## config.mk

```make
export PLATFORM = sky130hd
export DESIGN_NAME = dram_access_timing_tracker_core_flat
export DESIGN_NICKNAME = d
export VERILOG_FILES = /design/src/rtl/datt_pkg.sv /design/src/rtl/datt_cmd_if.sv /design/src/rtl/datt_rsp_if.sv /design/src/rtl/dram_access_timing_tracker_core.sv /design/src/flat_wrapper.sv
export SDC_FILE = /design/constraint.sdc
export NUM_CORES = 2
export LEC_CHECK = 0
export ABC_AREA = 1
export BUFFER_PORTS_ARGS = -buffer_cell sky130_fd_sc_hd__clkbuf_2
export CORE_MARGIN = 5
export CORE_UTILIZATION = 40
export CTS_CLUSTER_SIZE = 30
export DETAILED_ROUTE_END_ITERATION = 16
export PLACE_DENSITY = 0.61
export SKIP_LAST_GASP = 1
export SLEW_MARGIN = 15
export SYNTH_ARGS = -nofsm -noshare
export SYNTH_HDL_FRONTEND = slang
export SYNTH_SLANG_ARGS = --single-unit
```

## constraint.sdc

```tcl
create_clock -name clk -period 21.8 [get_ports clk]
set_clock_uncertainty 0.15 [all_clocks]
set_input_delay 4.36 -clock clk [delete_from_list [all_inputs] [get_ports clk]]
set_output_delay 4.36 -clock clk [all_outputs]
set_load 0.02 [all_outputs]
```

## src/rtl/datt_pkg.sv

```systemverilog
// datt_pkg: shared constants of the dram access timing tracker
// field and state widths, opcodes, register indexes, row policies, reset values and parameter defaults
// no dependencies
package datt_pkg;

	// item field widths
	localparam int OPCODE_W = 2;
	localparam int ADDR_W   = 40;
	localparam int BYTES_W  = 20;
	localparam int ACC_W    = 13;
	localparam int STALL_W  = 48;
	localparam int CHAN_W   = 8;
	localparam int BANK_W   = 8;
	localparam int ROW_W    = 22;

	// state widths
	localparam int CYCLE_W   = 48;
	localparam int BUDGET_W  = 24;
	localparam int PENDING_W = 32;

	// configuration port
	localparam int CFG_IDX_W  = 3;
	localparam int CFG_DATA_W = 24;
	localparam int LAT_W      = 10;
	localparam int PENALTY_W  = 12;
	localparam int POLICY_W   = 2;

	// opcodes
	localparam logic [OPCODE_W-1:0] OP_TICK   = 2'd0;
	localparam logic [OPCODE_W-1:0] OP_READ   = 2'd1;
	localparam logic [OPCODE_W-1:0] OP_WRITE  = 2'd2;

	// register indexes
	localparam logic [CFG_IDX_W-1:0] REG_IDEAL_MODE     = 3'd0;
	localparam logic [CFG_IDX_W-1:0] REG_READ_LATENCY   = 3'd1;
	localparam logic [CFG_IDX_W-1:0] REG_WRITE_LATENCY  = 3'd2;
	localparam logic [CFG_IDX_W-1:0] REG_ROW_POLICY     = 3'd3;
	localparam logic [CFG_IDX_W-1:0] REG_LEGACY_READ    = 3'd4;
	localparam logic [CFG_IDX_W-1:0] REG_MISS_PENALTY   = 3'd5;
	localparam logic [CFG_IDX_W-1:0] REG_ADDR_MAPPING   = 3'd6;
	localparam logic [CFG_IDX_W-1:0] REG_WINDOW_BUDGET  = 3'd7;

	// row policies, the unused code behaves as legacy
	localparam logic [POLICY_W-1:0] POLICY_LEGACY = 2'd0;
	localparam logic [POLICY_W-1:0] POLICY_OPEN   = 2'd1;
	localparam logic [POLICY_W-1:0] POLICY_CLOSED = 2'd2;

	// register reset values
	localparam logic [LAT_W-1:0]     RST_READ_LATENCY  = 10'd50;
	localparam logic [LAT_W-1:0]     RST_WRITE_LATENCY = 10'd50;
	localparam logic [PENALTY_W-1:0] RST_MISS_PENALTY  = 12'd10;
	localparam logic [BUDGET_W-1:0]  RST_WINDOW_BUDGET = 24'd256000;

	// parameter defaults
	localparam int DEF_CHANNELS    = 8;
	localparam int DEF_BANKS       = 16;
	localparam int DEF_BURST_BYTES = 64;
	localparam int DEF_ROW_BYTES   = 2048;
	localparam int DEF_WIN_LEN     = 1000;

endpackage

```

## src/rtl/datt_cmd_if.sv

```systemverilog
// datt_cmd_if: request channel of the timing tracker, valid/ready plus payload
// depends on datt_pkg for field widths
interface datt_cmd_if;
	logic                          valid;
	logic                          ready;
	logic [datt_pkg::OPCODE_W-1:0] opcode;
	logic [datt_pkg::ADDR_W-1:0]   address;
	logic [datt_pkg::BYTES_W-1:0]  byte_count;

	modport source (output valid, opcode, address, byte_count, input ready);
	modport sink (input valid, opcode, address, byte_count, output ready);
endinterface

```

## src/rtl/datt_rsp_if.sv

```systemverilog
// datt_rsp_if: result channel of the timing tracker, valid/ready plus payload
// depends on datt_pkg for field widths
interface datt_rsp_if;
	logic                         valid;
	logic                         ready;
	logic [datt_pkg::ACC_W-1:0]   access_cycles;
	logic [datt_pkg::STALL_W-1:0] stall_cycles;
	logic [datt_pkg::CHAN_W-1:0]  channel_index;
	logic [datt_pkg::BANK_W-1:0]  bank_index;
	logic [datt_pkg::ROW_W-1:0]   row_index;
	logic                         row_hit;
	logic                         row_conflict;

	modport source (output valid, access_cycles, stall_cycles, channel_index, bank_index,
		row_index, row_hit, row_conflict, input ready);
	modport sink (input valid, access_cycles, stall_cycles, channel_index, bank_index,
		row_index, row_hit, row_conflict, output ready);
endinterface

```

## src/rtl/dram_access_timing_tracker_core.sv

```systemverilog
// dram_access_timing_tracker_core: per-access dram latency, row and bandwidth stall tracking
// depends on datt_pkg, datt_cmd_if and datt_rsp_if
//
//   channel   dir  handshake          carries
//   cmd       in   valid/ready        opcode, address, byte_count
//   rsp       out  valid/ready        access_cycles, stall_cycles, channel/bank/row, hit, conflict
//   cfg       in   cfg_we             cfg_index, cfg_data (write only)
//
// one item per cycle sustained while rsp keeps up; a read or write goes through stage 1
// and then the result register (decode and open-row memory read at accept, timing update
// in stage 1, result register loaded as stage 1 leaves)
// ticks and unused opcodes yield no result and never wait on rsp
// a stalled rsp holds stage 1 only when it carries a read or write
// reset clears all counters, channel ready times and open-row valid flops at once
module dram_access_timing_tracker_core #(
	parameter int CHANNELS    = datt_pkg::DEF_CHANNELS,
	parameter int BANKS       = datt_pkg::DEF_BANKS,
	parameter int BURST_BYTES = datt_pkg::DEF_BURST_BYTES,
	parameter int ROW_BYTES   = datt_pkg::DEF_ROW_BYTES,
	parameter int WIN_LEN     = datt_pkg::DEF_WIN_LEN
) (
	input  logic                            clk,
	input  logic                            arst_n,
	input  logic                            cfg_we,
	input  logic [datt_pkg::CFG_IDX_W-1:0]  cfg_index,
	input  logic [datt_pkg::CFG_DATA_W-1:0] cfg_data,
	datt_cmd_if.sink                        cmd,
	datt_rsp_if.source                      rsp
);

	localparam int AW        = datt_pkg::ADDR_W;
	localparam int CW        = datt_pkg::CYCLE_W;
	localparam int LBU       = $clog2(BURST_BYTES);
	localparam int BPR       = (ROW_BYTES / BURST_BYTES == 0) ? 1 : ROW_BYTES / BURST_BYTES;
	localparam int LBPR      = $clog2(BPR);
	localparam int LC        = $clog2(CHANNELS);
	localparam int LBK       = $clog2(BANKS);
	localparam int DEPTH     = CHANNELS * BANKS;
	localparam int IDX_W     = (DEPTH > 1) ? $clog2(DEPTH) : 1;
	localparam int CHI_W     = (CHANNELS > 1) ? $clog2(CHANNELS) : 1;
	localparam int ELAPSED_W = $clog2(WIN_LEN + 1);

	// configuration registers
	logic                             ideal_q;
	logic [datt_pkg::LAT_W-1:0]       rd_lat_q;
	logic [datt_pkg::LAT_W-1:0]       wr_lat_q;
	logic [datt_pkg::POLICY_W-1:0]    policy_q;
	logic                             legacy_rd_q;
	logic [datt_pkg::PENALTY_W-1:0]   penalty_q;
	logic                             mapping_q;
	logic [datt_pkg::BUDGET_W-1:0]    win_budget_q;
	logic                             invalidate;

	always_ff @(posedge clk or negedge arst_n) begin
		if (!arst_n) begin
			ideal_q      <= 1'b0;
			rd_lat_q     <= datt_pkg::RST_READ_LATENCY;
			wr_lat_q     <= datt_pkg::RST_WRITE_LATENCY;
			policy_q     <= datt_pkg::POLICY_LEGACY;
			legacy_rd_q  <= 1'b0;
			penalty_q    <= datt_pkg::RST_MISS_PENALTY;
			mapping_q    <= 1'b0;
			win_budget_q <= datt_pkg::RST_WINDOW_BUDGET;
		end else if (cfg_we) begin
			case (cfg_index)
				datt_pkg::REG_IDEAL_MODE:    ideal_q      <= cfg_data[0];
				datt_pkg::REG_READ_LATENCY:  rd_lat_q     <= cfg_data[datt_pkg::LAT_W-1:0];
				datt_pkg::REG_WRITE_LATENCY: wr_lat_q     <= cfg_data[datt_pkg::LAT_W-1:0];
				datt_pkg::REG_ROW_POLICY:    policy_q     <= cfg_data[datt_pkg::POLICY_W-1:0];
				datt_pkg::REG_LEGACY_READ:   legacy_rd_q  <= cfg_data[0];
				datt_pkg::REG_MISS_PENALTY:  penalty_q    <= cfg_data[datt_pkg::PENALTY_W-1:0];
				datt_pkg::REG_ADDR_MAPPING:  mapping_q    <= cfg_data[0];
				datt_pkg::REG_WINDOW_BUDGET: win_budget_q <= cfg_data;
				default: ;
			endcase
		end
	end

	assign invalidate = cfg_we && (cfg_index == datt_pkg::REG_ROW_POLICY ||
		cfg_index == datt_pkg::REG_MISS_PENALTY || cfg_index == datt_pkg::REG_ADDR_MAPPING);

	// address decode at accept, shifts and masks only
	logic [AW-1:0]    burst, rgrp, grp, chan, bank, rowg, idx_full;
	logic [IDX_W-1:0] cmd_idx;

	always_comb begin
		burst    = cmd.address >> LBU;
		rgrp     = burst >> LBPR;
		grp      = burst >> (LC + LBPR);
		chan     = (mapping_q ? rgrp : burst) & AW'(CHANNELS - 1);
		bank     = grp & AW'(BANKS - 1);
		rowg     = grp >> LBK;
		idx_full = (chan << LBK) | bank;
		cmd_idx  = idx_full[IDX_W-1:0];
	end

	// stage 1
	logic                          s1_v_q;
	logic [datt_pkg::OPCODE_W-1:0] op_s1;
	logic [datt_pkg::BYTES_W-1:0]  bytes_s1;
	logic [datt_pkg::CHAN_W-1:0]   ch_s1;
	logic [datt_pkg::BANK_W-1:0]   bk_s1;
	logic [datt_pkg::ROW_W-1:0]    row_s1;
	logic [IDX_W-1:0]              idx_s1;
	logic [datt_pkg::ROW_W-1:0]    rd_row_s1;
	logic                          cmd_acc, s1_go, is_read, is_access, row_wr;

	// result register
	logic                         rsp_v_q;
	logic [datt_pkg::ACC_W-1:0]   acc_s2;
	logic [datt_pkg::STALL_W-1:0] stall_s2;
	logic [datt_pkg::CHAN_W-1:0]  ch_s2;
	logic [datt_pkg::BANK_W-1:0]  bk_s2;
	logic [datt_pkg::ROW_W-1:0]   row_s2;
	logic                         hit_s2, conf_s2;

	assign is_read   = (op_s1 == datt_pkg::OP_READ);
	assign is_access = is_read || (op_s1 == datt_pkg::OP_WRITE);
	assign s1_go     = s1_v_q && (!is_access || !rsp_v_q || rsp.ready);
	assign cmd.ready = !s1_v_q || s1_go;
	assign cmd_acc   = cmd.valid && cmd.ready;

	always_ff @(posedge clk or negedge arst_n) begin
		if (!arst_n) begin
			s1_v_q <= 1'b0;
		end else if (cmd_acc) begin
			s1_v_q <= 1'b1;
		end else if (s1_go) begin
			s1_v_q <= 1'b0;
		end
	end

	always_ff @(posedge clk) begin
		if (cmd_acc) begin
			op_s1    <= cmd.opcode;
			bytes_s1 <= cmd.byte_count;
			ch_s1    <= chan[datt_pkg::CHAN_W-1:0];
			bk_s1    <= bank[datt_pkg::BANK_W-1:0];
			row_s1   <= rowg[datt_pkg::ROW_W-1:0];
			idx_s1   <= cmd_idx;
		end
	end

	// open-row memory, valid bits kept in flops so reset and invalidation act at once
	logic [datt_pkg::ROW_W-1:0] row_mem [DEPTH];
	logic [DEPTH-1:0]           row_valid_q;

	always_ff @(posedge clk) begin
		if (row_wr) begin
			row_mem[idx_s1] <= row_s1;
		end
		if (cmd_acc) begin
			// forward a row written by the item leaving stage 1
			if (row_wr && idx_s1 == cmd_idx) begin
				rd_row_s1 <= row_s1;
			end else begin
				rd_row_s1 <= row_mem[cmd_idx];
			end
		end
	end

	always_ff @(posedge clk or negedge arst_n) begin
		if (!arst_n) begin
			row_valid_q <= '0;
		end else if (invalidate) begin
			row_valid_q <= '0;
		end else if (row_wr) begin
			row_valid_q[idx_s1] <= 1'b1;
		end
	end

	// timing state
	logic [CW-1:0]                   cycle_q;
	logic [ELAPSED_W-1:0]            elapsed_q;
	logic [datt_pkg::BUDGET_W-1:0]   budget_q;
	logic [datt_pkg::PENDING_W-1:0]  pending_q;
	logic [CW-1:0]                   ready_q [CHANNELS];

	logic                            pen, hit, conf;
	logic [datt_pkg::ACC_W-1:0]      lat;
	logic [CW:0]                     busy_diff;
	logic [CW-1:0]                   busy, ch_ready;
	logic                            over;
	logic [ELAPSED_W-1:0]            left, elapsed_inc;
	logic [CW:0]                     stall_sum;
	logic [datt_pkg::STALL_W-1:0]    stall;
	logic [datt_pkg::PENDING_W:0]    pend_sum;
	logic                            track;

	assign ch_ready = ready_q[ch_s1[CHI_W-1:0]];
	assign track    = s1_go && is_access && !ideal_q;

	always_comb begin
		pen    = 1'b0;
		hit    = 1'b0;
		row_wr = 1'b0;
		case (policy_q)
			datt_pkg::POLICY_CLOSED: pen = 1'b1;
			datt_pkg::POLICY_OPEN: begin
				if (row_valid_q[idx_s1] && rd_row_s1 == row_s1) begin
					hit = 1'b1;
				end else begin
					pen    = 1'b1;
					row_wr = track;
				end
			end
			default: pen = is_read && legacy_rd_q;
		endcase
		conf = pen;
		lat  = (is_read ? datt_pkg::ACC_W'(rd_lat_q) : datt_pkg::ACC_W'(wr_lat_q)) +
			(pen ? datt_pkg::ACC_W'(penalty_q) : '0);

		// channel busy wait, zero when the channel is already free
		busy_diff = {1'b0, ch_ready} - {1'b0, cycle_q};
		busy      = busy_diff[CW] ? '0 : busy_diff[CW-1:0];

		pend_sum  = {1'b0, pending_q} + (datt_pkg::PENDING_W + 1)'(bytes_s1);
		over      = pend_sum > (datt_pkg::PENDING_W + 1)'(budget_q);
		// elapsed stays below the window length, so the remainder is never negative
		left      = ELAPSED_W'(WIN_LEN) - elapsed_q;
		stall_sum = {1'b0, busy} + (over ? (CW + 1)'(left) : '0);
		stall     = stall_sum[CW] ? '1 : stall_sum[CW-1:0];

		elapsed_inc = elapsed_q + ELAPSED_W'(1);
	end

	always_ff @(posedge clk or negedge arst_n) begin
		if (!arst_n) begin
			cycle_q   <= '0;
			elapsed_q <= '0;
			budget_q  <= '0;
			pending_q <= '0;
			for (int i = 0; i < CHANNELS; i++) begin
				ready_q[i] <= '0;
			end
		end else if (s1_go && op_s1 == datt_pkg::OP_TICK) begin
			cycle_q <= cycle_q + CW'(1);
			if (elapsed_inc == ELAPSED_W'(WIN_LEN)) begin
				elapsed_q <= '0;
				budget_q  <= win_budget_q;
				pending_q <= '0;
			end else begin
				elapsed_q <= elapsed_inc;
			end
		end else if (track) begin
			ready_q[ch_s1[CHI_W-1:0]] <= cycle_q + CW'(lat);
			pending_q <= pend_sum[datt_pkg::PENDING_W] ? '1 : pend_sum[datt_pkg::PENDING_W-1:0];
			budget_q  <= (budget_q > datt_pkg::BUDGET_W'(bytes_s1)) ?
				budget_q - datt_pkg::BUDGET_W'(bytes_s1) : '0;
		end
	end

	// result register
	always_ff @(posedge clk or negedge arst_n) begin
		if (!arst_n) begin
			rsp_v_q <= 1'b0;
		end else if (s1_go && is_access) begin
			rsp_v_q <= 1'b1;
		end else if (rsp.ready) begin
			rsp_v_q <= 1'b0;
		end
	end

	always_ff @(posedge clk) begin
		if (s1_go && is_access) begin
			if (ideal_q) begin
				acc_s2   <= '0;
				stall_s2 <= '0;
				ch_s2    <= '0;
				bk_s2    <= '0;
				row_s2   <= '0;
				hit_s2   <= 1'b0;
				conf_s2  <= 1'b0;
			end else begin
				acc_s2   <= lat;
				stall_s2 <= stall;
				ch_s2    <= ch_s1;
				bk_s2    <= bk_s1;
				row_s2   <= row_s1;
				hit_s2   <= hit;
				conf_s2  <= conf;
			end
		end
	end

	assign rsp.valid         = rsp_v_q;
	assign rsp.access_cycles = acc_s2;
	assign rsp.stall_cycles  = stall_s2;
	assign rsp.channel_index = ch_s2;
	assign rsp.bank_index    = bk_s2;
	assign rsp.row_index     = row_s2;
	assign rsp.row_hit       = hit_s2;
	assign rsp.row_conflict  = conf_s2;

`ifndef NO_ASSERTIONS
	a_elapsed_in_window: assert property (@(posedge clk) disable iff (!arst_n)
		elapsed_q < ELAPSED_W'(WIN_LEN))
		else $error("window elapsed count reached the window length");

	a_row_fill_valid: assert property (@(posedge clk) disable iff (!arst_n)
		(row_wr && !cfg_we) |=> row_valid_q[$past(idx_s1)])
		else $error("open-row fill did not mark its entry valid");

	a_hit_no_conflict: assert property (@(posedge clk) disable iff (!arst_n)
		rsp.valid |-> !(rsp.row_hit && rsp.row_conflict))
		else $error("result reports both row hit and row conflict");

	a_ideal_zero: assert property (@(posedge clk) disable iff (!arst_n)
		(rsp.valid && ideal_q) |-> (rsp.access_cycles == '0 && rsp.stall_cycles == '0))
		else $error("ideal mode result carries nonzero timing");
`endif

endmodule

```

## src/flat_wrapper.sv

```systemverilog
// flat-port wrapper written by rule: the top's interface ports become plain ports
module dram_access_timing_tracker_core_flat 
#(
	parameter int CHANNELS    = datt_pkg::DEF_CHANNELS,
	parameter int BANKS       = datt_pkg::DEF_BANKS,
	parameter int BURST_BYTES = datt_pkg::DEF_BURST_BYTES,
	parameter int ROW_BYTES   = datt_pkg::DEF_ROW_BYTES,
	parameter int WIN_LEN     = datt_pkg::DEF_WIN_LEN
)
  (clk, arst_n, cfg_we, cfg_index, cfg_data, cmd_valid, cmd_opcode, cmd_address, cmd_byte_count, cmd_ready, rsp_valid, rsp_access_cycles, rsp_stall_cycles, rsp_channel_index, rsp_bank_index, rsp_row_index, rsp_row_hit, rsp_row_conflict, rsp_ready);
  datt_cmd_if cmd_i ();
  datt_rsp_if rsp_i ();
  input  logic clk;
  input  logic arst_n;
  input  logic cfg_we;
  input  logic [datt_pkg::CFG_IDX_W-1:0] cfg_index;
  input  logic [datt_pkg::CFG_DATA_W-1:0] cfg_data;
  input wire logic [$bits(cmd_i.valid)-1:0] cmd_valid;
  input wire logic [$bits(cmd_i.opcode)-1:0] cmd_opcode;
  input wire logic [$bits(cmd_i.address)-1:0] cmd_address;
  input wire logic [$bits(cmd_i.byte_count)-1:0] cmd_byte_count;
  output wire logic [$bits(cmd_i.ready)-1:0] cmd_ready;
  output wire logic [$bits(rsp_i.valid)-1:0] rsp_valid;
  output wire logic [$bits(rsp_i.access_cycles)-1:0] rsp_access_cycles;
  output wire logic [$bits(rsp_i.stall_cycles)-1:0] rsp_stall_cycles;
  output wire logic [$bits(rsp_i.channel_index)-1:0] rsp_channel_index;
  output wire logic [$bits(rsp_i.bank_index)-1:0] rsp_bank_index;
  output wire logic [$bits(rsp_i.row_index)-1:0] rsp_row_index;
  output wire logic [$bits(rsp_i.row_hit)-1:0] rsp_row_hit;
  output wire logic [$bits(rsp_i.row_conflict)-1:0] rsp_row_conflict;
  input wire logic [$bits(rsp_i.ready)-1:0] rsp_ready;
  assign cmd_i.valid = cmd_valid;
  assign cmd_i.opcode = cmd_opcode;
  assign cmd_i.address = cmd_address;
  assign cmd_i.byte_count = cmd_byte_count;
  assign cmd_ready = cmd_i.ready;
  assign rsp_valid = rsp_i.valid;
  assign rsp_access_cycles = rsp_i.access_cycles;
  assign rsp_stall_cycles = rsp_i.stall_cycles;
  assign rsp_channel_index = rsp_i.channel_index;
  assign rsp_bank_index = rsp_i.bank_index;
  assign rsp_row_index = rsp_i.row_index;
  assign rsp_row_hit = rsp_i.row_hit;
  assign rsp_row_conflict = rsp_i.row_conflict;
  assign rsp_i.ready = rsp_ready;
  dram_access_timing_tracker_core #(.CHANNELS(CHANNELS), .BANKS(BANKS), .BURST_BYTES(BURST_BYTES), .ROW_BYTES(ROW_BYTES), .WIN_LEN(WIN_LEN)) u_core (.clk(clk), .arst_n(arst_n), .cfg_we(cfg_we), .cfg_index(cfg_index), .cfg_data(cfg_data), .cmd(cmd_i), .rsp(rsp_i));
endmodule
```

==> metrics.cfg <==
[status]
status = complete, no violations

[worst_setup_path]
rr_worst_depth = 36
r2r-end = u_core.rsp.stall_cycles[43]$_SDFFCE_PP0P_
regToRegSetupSlack_ps = 11940
critPathSlowestCell = clkinv_1
r2r-start = u_core.idx_s1[4]$_DFFE_PP_
cp.required_ps = 22370
cpPeakStageDelay_ps = 860
path_common_cell = nand2_1
cp-start-kind = flop
criticalPathCategory = flop to flop
crit_arrival_ps = 10430
critPathCaptureType = flop
crit_path_max_fanout = 46

[placed_design]
place.gp.congestion = 0.967
dpl.hpwl_mm = 288
io_buffers = 179
placed_area_um2 = 165000

[synth]
synth_cells = 14327
async_reset_ff_share_pct = 18.8
synth.yosys.seq_area_share_pct = 67.7
synth_edf_count = 2981
syn_area_per_cell_um2 = 11.0
yosys_register_bits = 3670
netlist_area_um2 = 158000
yosysWarnings = 0
yosysUniqueCellTypes = 63
synthFlopType = edfxtp_1

[clock_tree]
cts_buffer_depth = 4
cts_inserted_buffers = 387
insertion_delay_ps = 990
htree_levels = 5
cts.sinks = 3670
cts_tree = done
hold_buffers = 0
clk_pin_slew_ps = 60
cts_resized = 0
cts_setup_buffers = 0
root_buffer = clkbuf_16

[die]
coreArea_um2 = 393000
dieArea_um2 = 407000
initial_core_util_pct = 40.2
fp.dieH_um = 638
io_pins = 197
num_rows = 230
dieWidth_um = 638

[global_route]
grt_pass1_wl_mm = 719
antenna_found_initial = 14
track_usage_pct = 23.4
grt_overflow = 0
grt_pass1_vias = 104884
grt_max_degree = 182

[timing]
slew_headroom_pct = 17.2
worst_pin_slew_ps = 1230
fmax_mhz = 101
grt_setup_unrepaired = false
holdWs_ps = 318
finalMaxSlewViolations = 0
timing.final.crit_period_ps = 9860
finalSetupViolCount = 0
setup_tns_ps = 0
finalCritPeriodShare_pct = 45.2
hold_viol = 0

[pwr]
ir_worst_vdd_mv = 0.0731
power.leakage_uw = 0.0646
total_power_uw = 17500
pwr_density_cell_nw_per_um2 = 98.8

[detailed_routing]
vias_per_cell = 5.66
drcViolationCount = 0
post_drt_wl_per_cell_um = 24.9
drtAntennaViolNets = 0
vias = 112727
routed_wl_mm = 495
drt_iter0_markers = 13275
drt_pass1_iterations = 7

[hold_path]
min_to = u_core.cycle_q[26]$_DFFE_PN0P_
min_from = u_core.cycle_q[26]$_DFFE_PN0P_
hold_path.class = flop to flop
holdPathStages = 1

[job]
cap_violations = 0

[final_layout]
drive_gt1_share_pct = 8.27
layout_common_cells = edfxtp_1 (2,981), o21ai_0 (2,192), nor2_1 (2,174), nand2_1 (1,850), inv_1 (889)
layout.cells.most_common = edfxtp_1
fin_area_um2 = 177000
fin_nets = 14601
syn_to_final_growth_pct = 12.2
final.fill_count = 36084

## kinds of logic after synthesis
logic type	share of synthesized area, %
simple gates	12.1
compound gates	13.3
flops	67.7
buf+inv	4.37
xor+xnor	1.14
fa+ha+maj	1.28
mux	0.136
other cells	0.00238
## through the flow
stage | setup slack, ps | instances | util, %
after global placement | 11560 | 19179 | 41.9
final | 11940 | 19899 | 45.1
after global routing | 11650 | 19893 | 45.1
after floorplan | 12620 | 14335 | -
after CTS | 12190 | 19890 | 45.1
after detailed placement | 11500 | 19179 | 41.9
## power breakdown
group          switching, µW  internal (µW)  leakage (µW)  total (µW)
clock                   2790           3650       0.00599        6440
sequential               197           7970        0.0356        8170
combinational           2070            820        0.0230        2890
total                   5060          12400        0.0646       17500
## cells in the mapped netlist, types with 5 or more instances
library cell	instances	area, µm²
edfxtp_1	2981	89500
nor2_1	2235	8390
o21ai_0	2194	11000
nand2_1	1850	6940
inv_1	908	3410
o22ai_1	765	4790
clkbuf_1	754	2830
dfrtp_1	675	16900
nand3_1	422	2110
a21oi_1	317	1590
xor2_1	159	1390
ha_1	152	1900
o221ai_1	131	1150
nand4_1	69	432
a22oi_1	68	510
nor3_1	68	340
o211ai_1	49	368
a221oi_1	46	403
xnor2_1	46	403
buf_1	45	169
buf_2	29	145
nand3b_1	27	203
o32ai_1	23	201
nor4_1	22	138
a31oi_1	20	125
or2_2	20	125
mux2_2	19	214
o21a_1	18	135
a22o_1	16	140
dfstp_2	14	368
buf_4	13	97.6
clkinv_1	13	48.8
nor2_2	13	81.3
o2111ai_1	13	114
buf_6	12	135
inv_2	12	45.0
nand3_2	12	120
o21bai_1	12	90.1
o21ai_1	10	50.1
a21o_1	9	67.6
a21oi_2	8	70.1
o311ai_0	8	70.1
and2_1	6	37.5
fa_1	6	120
nand2_2	5	31.3
## worst max-delay path by stage
stage | cells after the start | to | start
6_report | 36 | u_core.rsp.stall_cycles[43]$_SDFFCE_PP0P_ | u_core.idx_s1[4]$_DFFE_PP_
5_1_grt | 43 | u_core.ready_q[276]$_DFFE_PN0P_ | u_core.idx_s1[2]$_DFFE_PP_
4_1_cts | 36 | u_core.rsp.stall_cycles[43]$_SDFFCE_PP0P_ | u_core.idx_s1[4]$_DFFE_PP_
3_5_place_dp | 14 | u_core.rd_row_s1[0]$_DFFE_PP_ | cmd_address[14]
3_3_place_gp | 14 | u_core.rd_row_s1[0]$_DFFE_PP_ | cmd_address[14]
2_1_floorplan | 2 | cmd_ready | rsp_ready
## registers in the layout (all words and copies together) (netlist names), 24 cells and up
name / count
u_core.budget_q: 24
u_core.cycle_q: 48
u_core.pending_q: 32
u_core.ready_q: 384
u_core.row_mem: 2816
u_core.row_valid_q: 128
u_core.rsp.stall_cycles: 48
u_core.win_budget_q: 24
## final cells by class
class,instances,area (µm²),share of cell area (%)
Tap cell,5220,6530,3.69
Clock buffer,496,10300,5.83
Sequential cell,3670,107000,60.3
Inverter,933,3540,2.00
Multi-Input combinational cell,8877,44500,25.1
Antenna cell,8,20.0,0.0113
Clock inverter,215,1910,1.08
Timing Repair Buffer,480,3460,1.96
## layer usage
metal / track usage, % / wire, µm
met1: 32.1 / 202000
met2: 37.1 / 227000
met5: 0 / 39
met4: 9.93 / 23700
met3: 3.73 / 41600
## worst max-delay path, delay by kind of cell (launching register included)
kind	cells	cell delay (ps)
AND/OR/NAND/NOR	20	3840
buffers and inverters	9	2770
adder cells (fa/ha/maj)	3	1130
AO/OA/AOI/OAI	4	740
flip-flops	1	840
Note: power is estimated with default switching activity, not from simulation.
